`src/hw/rtl/sgsc_pkg.sv`:
```
`default_nettype none
// ----------------------------------------------------------------------------
// sgsc_pkg
// Shared types and constants for the sparse grid support counter.
// ----------------------------------------------------------------------------
package sgsc_pkg;
	localparam int MAX_CAND_DEF   = 64;
	localparam int DIMS_DEF       = 4;
	localparam int COORD_BITS_DEF = 16;
	localparam int COORD_FIELDS   = 4;
	localparam int LEVEL_W        = 5;
	localparam int INDEX_W        = 16;
	localparam int SLOT_W         = 6;
	localparam int DSEL_W         = 2;
	localparam int MINSUP_W       = 16;
	localparam int CCOUNT_W       = 7;
	localparam int ADIMS_W        = 3;
	localparam int COUNT_W        = 17;
	localparam int CFG_IDX_W      = 2;
	localparam int CFG_DATA_W     = 16;

	localparam logic [1:0] CMD_LOAD   = 2'd0;
	localparam logic [1:0] CMD_POINT  = 2'd1;
	localparam logic [1:0] CMD_REPORT = 2'd2;

	localparam logic [CFG_IDX_W-1:0] REG_SUP_THRESH  = 2'd0;
	localparam logic [CFG_IDX_W-1:0] REG_CAND_COUNT  = 2'd1;
	localparam logic [CFG_IDX_W-1:0] REG_ACTIVE_DIMS = 2'd2;

	typedef struct packed {
		logic [LEVEL_W-1:0] level;
		logic [INDEX_W-1:0] index;
	} cand_entry_t;
endpackage
`default_nettype wire

```
`src/hw/rtl/sgsc_box_lane.sv`:
```
`default_nettype none
// ----------------------------------------------------------------------------
// sgsc_box_lane
// Tests one coordinate against one candidate's open box in one dimension.
// ----------------------------------------------------------------------------
module sgsc_box_lane #(
	parameter int COORD_BITS = sgsc_pkg::COORD_BITS_DEF
) (
	input  wire logic [COORD_BITS-1:0] coord,
	input  wire sgsc_pkg::cand_entry_t entry,
	output logic                       hit
);
	import sgsc_pkg::*;
	localparam int SW = COORD_BITS + 32;
	logic [SW-1:0] scaled;
	logic [SW-1:0] lo_b;
	logic [SW-1:0] hi_b;
	logic [INDEX_W:0] idx_p1;
	always_comb begin
		scaled = SW'(coord) << entry.level;
		idx_p1 = {1'b0, entry.index} + (INDEX_W+1)'(1);
		lo_b   = SW'(entry.index - INDEX_W'(1)) << COORD_BITS;
		hi_b   = SW'(idx_p1) << COORD_BITS;
		hit    = ((entry.index == '0) || (scaled > lo_b)) && (scaled < hi_b);
	end
endmodule
`default_nettype wire

```
`config.mk`:
```
export PLATFORM = sky130hd
export DESIGN_NAME = sgsc_box_lane
export DESIGN_NICKNAME = d
export VERILOG_FILES = /design/src/hw/rtl/sgsc_pkg.sv /design/src/hw/rtl/sgsc_box_lane.sv
export SDC_FILE = /design/constraint.sdc
export NUM_CORES = 1
export LEC_CHECK = 0
export ABC_CLOCK_PERIOD_IN_PS = 6800
export BUFFER_PORTS_ARGS = -buffer_cell sky130_fd_sc_hd__buf_4
export CORE_UTILIZATION = 39
export DETAILED_ROUTE_END_ITERATION = 16
export GPL_TIMING_DRIVEN = 0
export PLACE_DENSITY = 0.63
export SYNTH_ARGS = -nofsm -noshare
export SYNTH_HDL_FRONTEND = slang
export SYNTH_SLANG_ARGS = --single-unit
```
`constraint.sdc`:
```
create_clock -name vclk -period 6.8
set_input_delay 0.68 -clock vclk [all_inputs]
set_output_delay 0.68 -clock vclk [all_outputs]
set_load 0.005 [all_outputs]
```
==> metrics.yaml <==
outcome: "finished, final reports clean"
grt_pass1_wl_um: 15400
row_count: 31
vdd_drop_max_mv: 0.0293
syn_avg_cell_area_sq_um: 7.49
hold_viol: 0
antenna_found_initial: 0
ant_nets: 0
criticalPathCategory: "primary input to output pin"
period_share: 0.750
ios: 38
ctsResizeCount: 0
fin_nets: 525
syn_area_sq_um: 3060
gr-total-overflow: 0
start_util: 0.413
fp.dieArea_sq_um: 8210
fin_setup_tns_ns: 0
routed_wl_um: 9310
min_from: "coord[15]"
dieWidth_um: 90.6
synth_warnings: 0
crit_arrival_ns: 4.42
crit_required_ns: 6.12
cts_hold_buf: 0
drt_iter0_drc: 266
num-fill-cells: 766
layout-drive-gt1-share: 0.139
finalWorstSetupSlack_ns: 1.70
fmax_mhz: 196
fp.dieH_um: 90.6
dpl-instance-area_sq_um: 3400
gp_congestion: 0.936
hold_ws_ns: 1.98
grt_pass1_vias: 3085
start_kind: "primary input"
register_area_sq_um: 0
wl_per_cell_um: 17.3
tightest_slew_ns: 0.574
seq_cells: 0
grt_usage: 0.226
worstPathMaxFanout: 10
final_area_sq_um: 3400
vias: 3305
dp_hpwl_um: 7730
setup_viol: 0
maxSlewViolCount: 0
core_sq_um: 7410
maxCapViolations: 0
syn_inst: 409
drc: 0
leakage_nw: 1.46
antenna_cells: 0
area_growth_pct: 11.2
clkbuf_count: 0
ys_seq_area_frac: 0
viasPerCell: 6.15
rsz0062_at_grt: "no"
cp-end-kind: "output pin"
synth.distinct_cells: 59
powerDensity_nw_per_um2: 73.8
cp-startpoint: "entry[18]"
hold_class: "primary input to output pin"
firstDrtPassIters: 6
final_cell_mix: "48 x ha_1, 40 x nor2_1, 35 x nand2_1"
post-cts-setup-buffer-count: 0
synth_nets: 494
pre_cts_ws_ns: 1.74
layout_commonest_cell: "ha_1"
io_buffers: 29
fin_crit_ns: 5.10
p_total_mw: 0.251
slew_headroom: 0.606
grt_max_degree: 12
-- cells in the mapped netlist (all sizes together), types with 3 or more instances --
master	number	area, sq um
ha	48	601
nor2	40	150
nand2	35	131
mux2i	25	263
o21ai	23	115
a21oi	21	105
nand3	19	95.1
clkbuf	18	68.8
xnor2	14	123
inv	13	48.8
nand4	13	81.3
xor2	13	114
mux4	11	259
nor3	11	66.3
o22ai	10	62.6
buf	8	61.3
mux2	8	90.1
a21o	7	52.6
a211oi	5	42.5
and3	5	31.3
nor2b	5	31.3
o31ai	5	37.5
a31oi	4	25.0
and2	4	25.0
nand2b	4	25.0
o211ai	4	30.0
nor4	3	25.0
o21a	3	22.5
o2bb2ai	3	26.3
or3	3	18.8
-- where the power goes --
part           total, mW  switching, mW  leakage [nW]  internal, mW
combinational      0.251          0.144          1.46         0.108
sequential             0              0             0             0
clock                  0              0             0             0
-- metrics by stage --
step | utilization | std cells
3_5_place_dp | 0.459 | 537
6_report | 0.459 | 537
5_1_grt | 0.459 | 537
4_1_cts | 0.459 | 537
2_1_floorplan | - | 409
3_3_place_gp | 0.459 | 537
-- cell type report --
| class | count | area [sq um] | share of cell area |
|---|---|---|---|
| multi-input combinational | 370 | 2880 | 0.847 |
| inverter | 13 | 48.8 | 0.0143 |
| buffer | 26 | 130 | 0.0382 |
| tap | 99 | 124 | 0.0364 |
| timing repair buffer | 29 | 218 | 0.0640 |
-- critical path, stage by stage --
cell and delay, ns:
buf_4 0.09, clkbuf_1 0.36, buf_1 0.42, buf_1 0.46, clkbuf_1 0.42, nor2_1 0.12
a31oi_1 0.23, ha_1 0.20, nor2b_1 0.05, o21ai_0 0.14, nand2b_1 0.08, a2111oi_0 0.45
o311a_1 0.26, nand3_1 0.10, a211oi_2 0.20, buf_4 0.15
-- logic make-up (layout without fill, tap and decap cells) --
family | Yosys count | count (layout) | share of synthesized area
and+or+nand+nor | 151 | 151 | 0.247
adders and majority gates | 48 | 48 | 0.196
AOI/OAI and AO/OA | 100 | 100 | 0.221
muxes | 44 | 44 | 0.200
buffers and inverters | 39 | 68 | 0.0584
xor gates and xnor gates | 27 | 27 | 0.0772
-- worst paths after layout --
kind	endpoint	slack [ns]	depth (start not counted)
min	hit	1.98	6
max	hit	1.70	16
-- per-layer routing --
metal  wire length [um]  global-route usage  share of wire
met4                162              0.0336          0.017
met5                  0                   0              0
met3                591             0.00337          0.063
met1               4450               0.343           0.48
met2               4110               0.358           0.44
(Power assumes the default switching activity.)
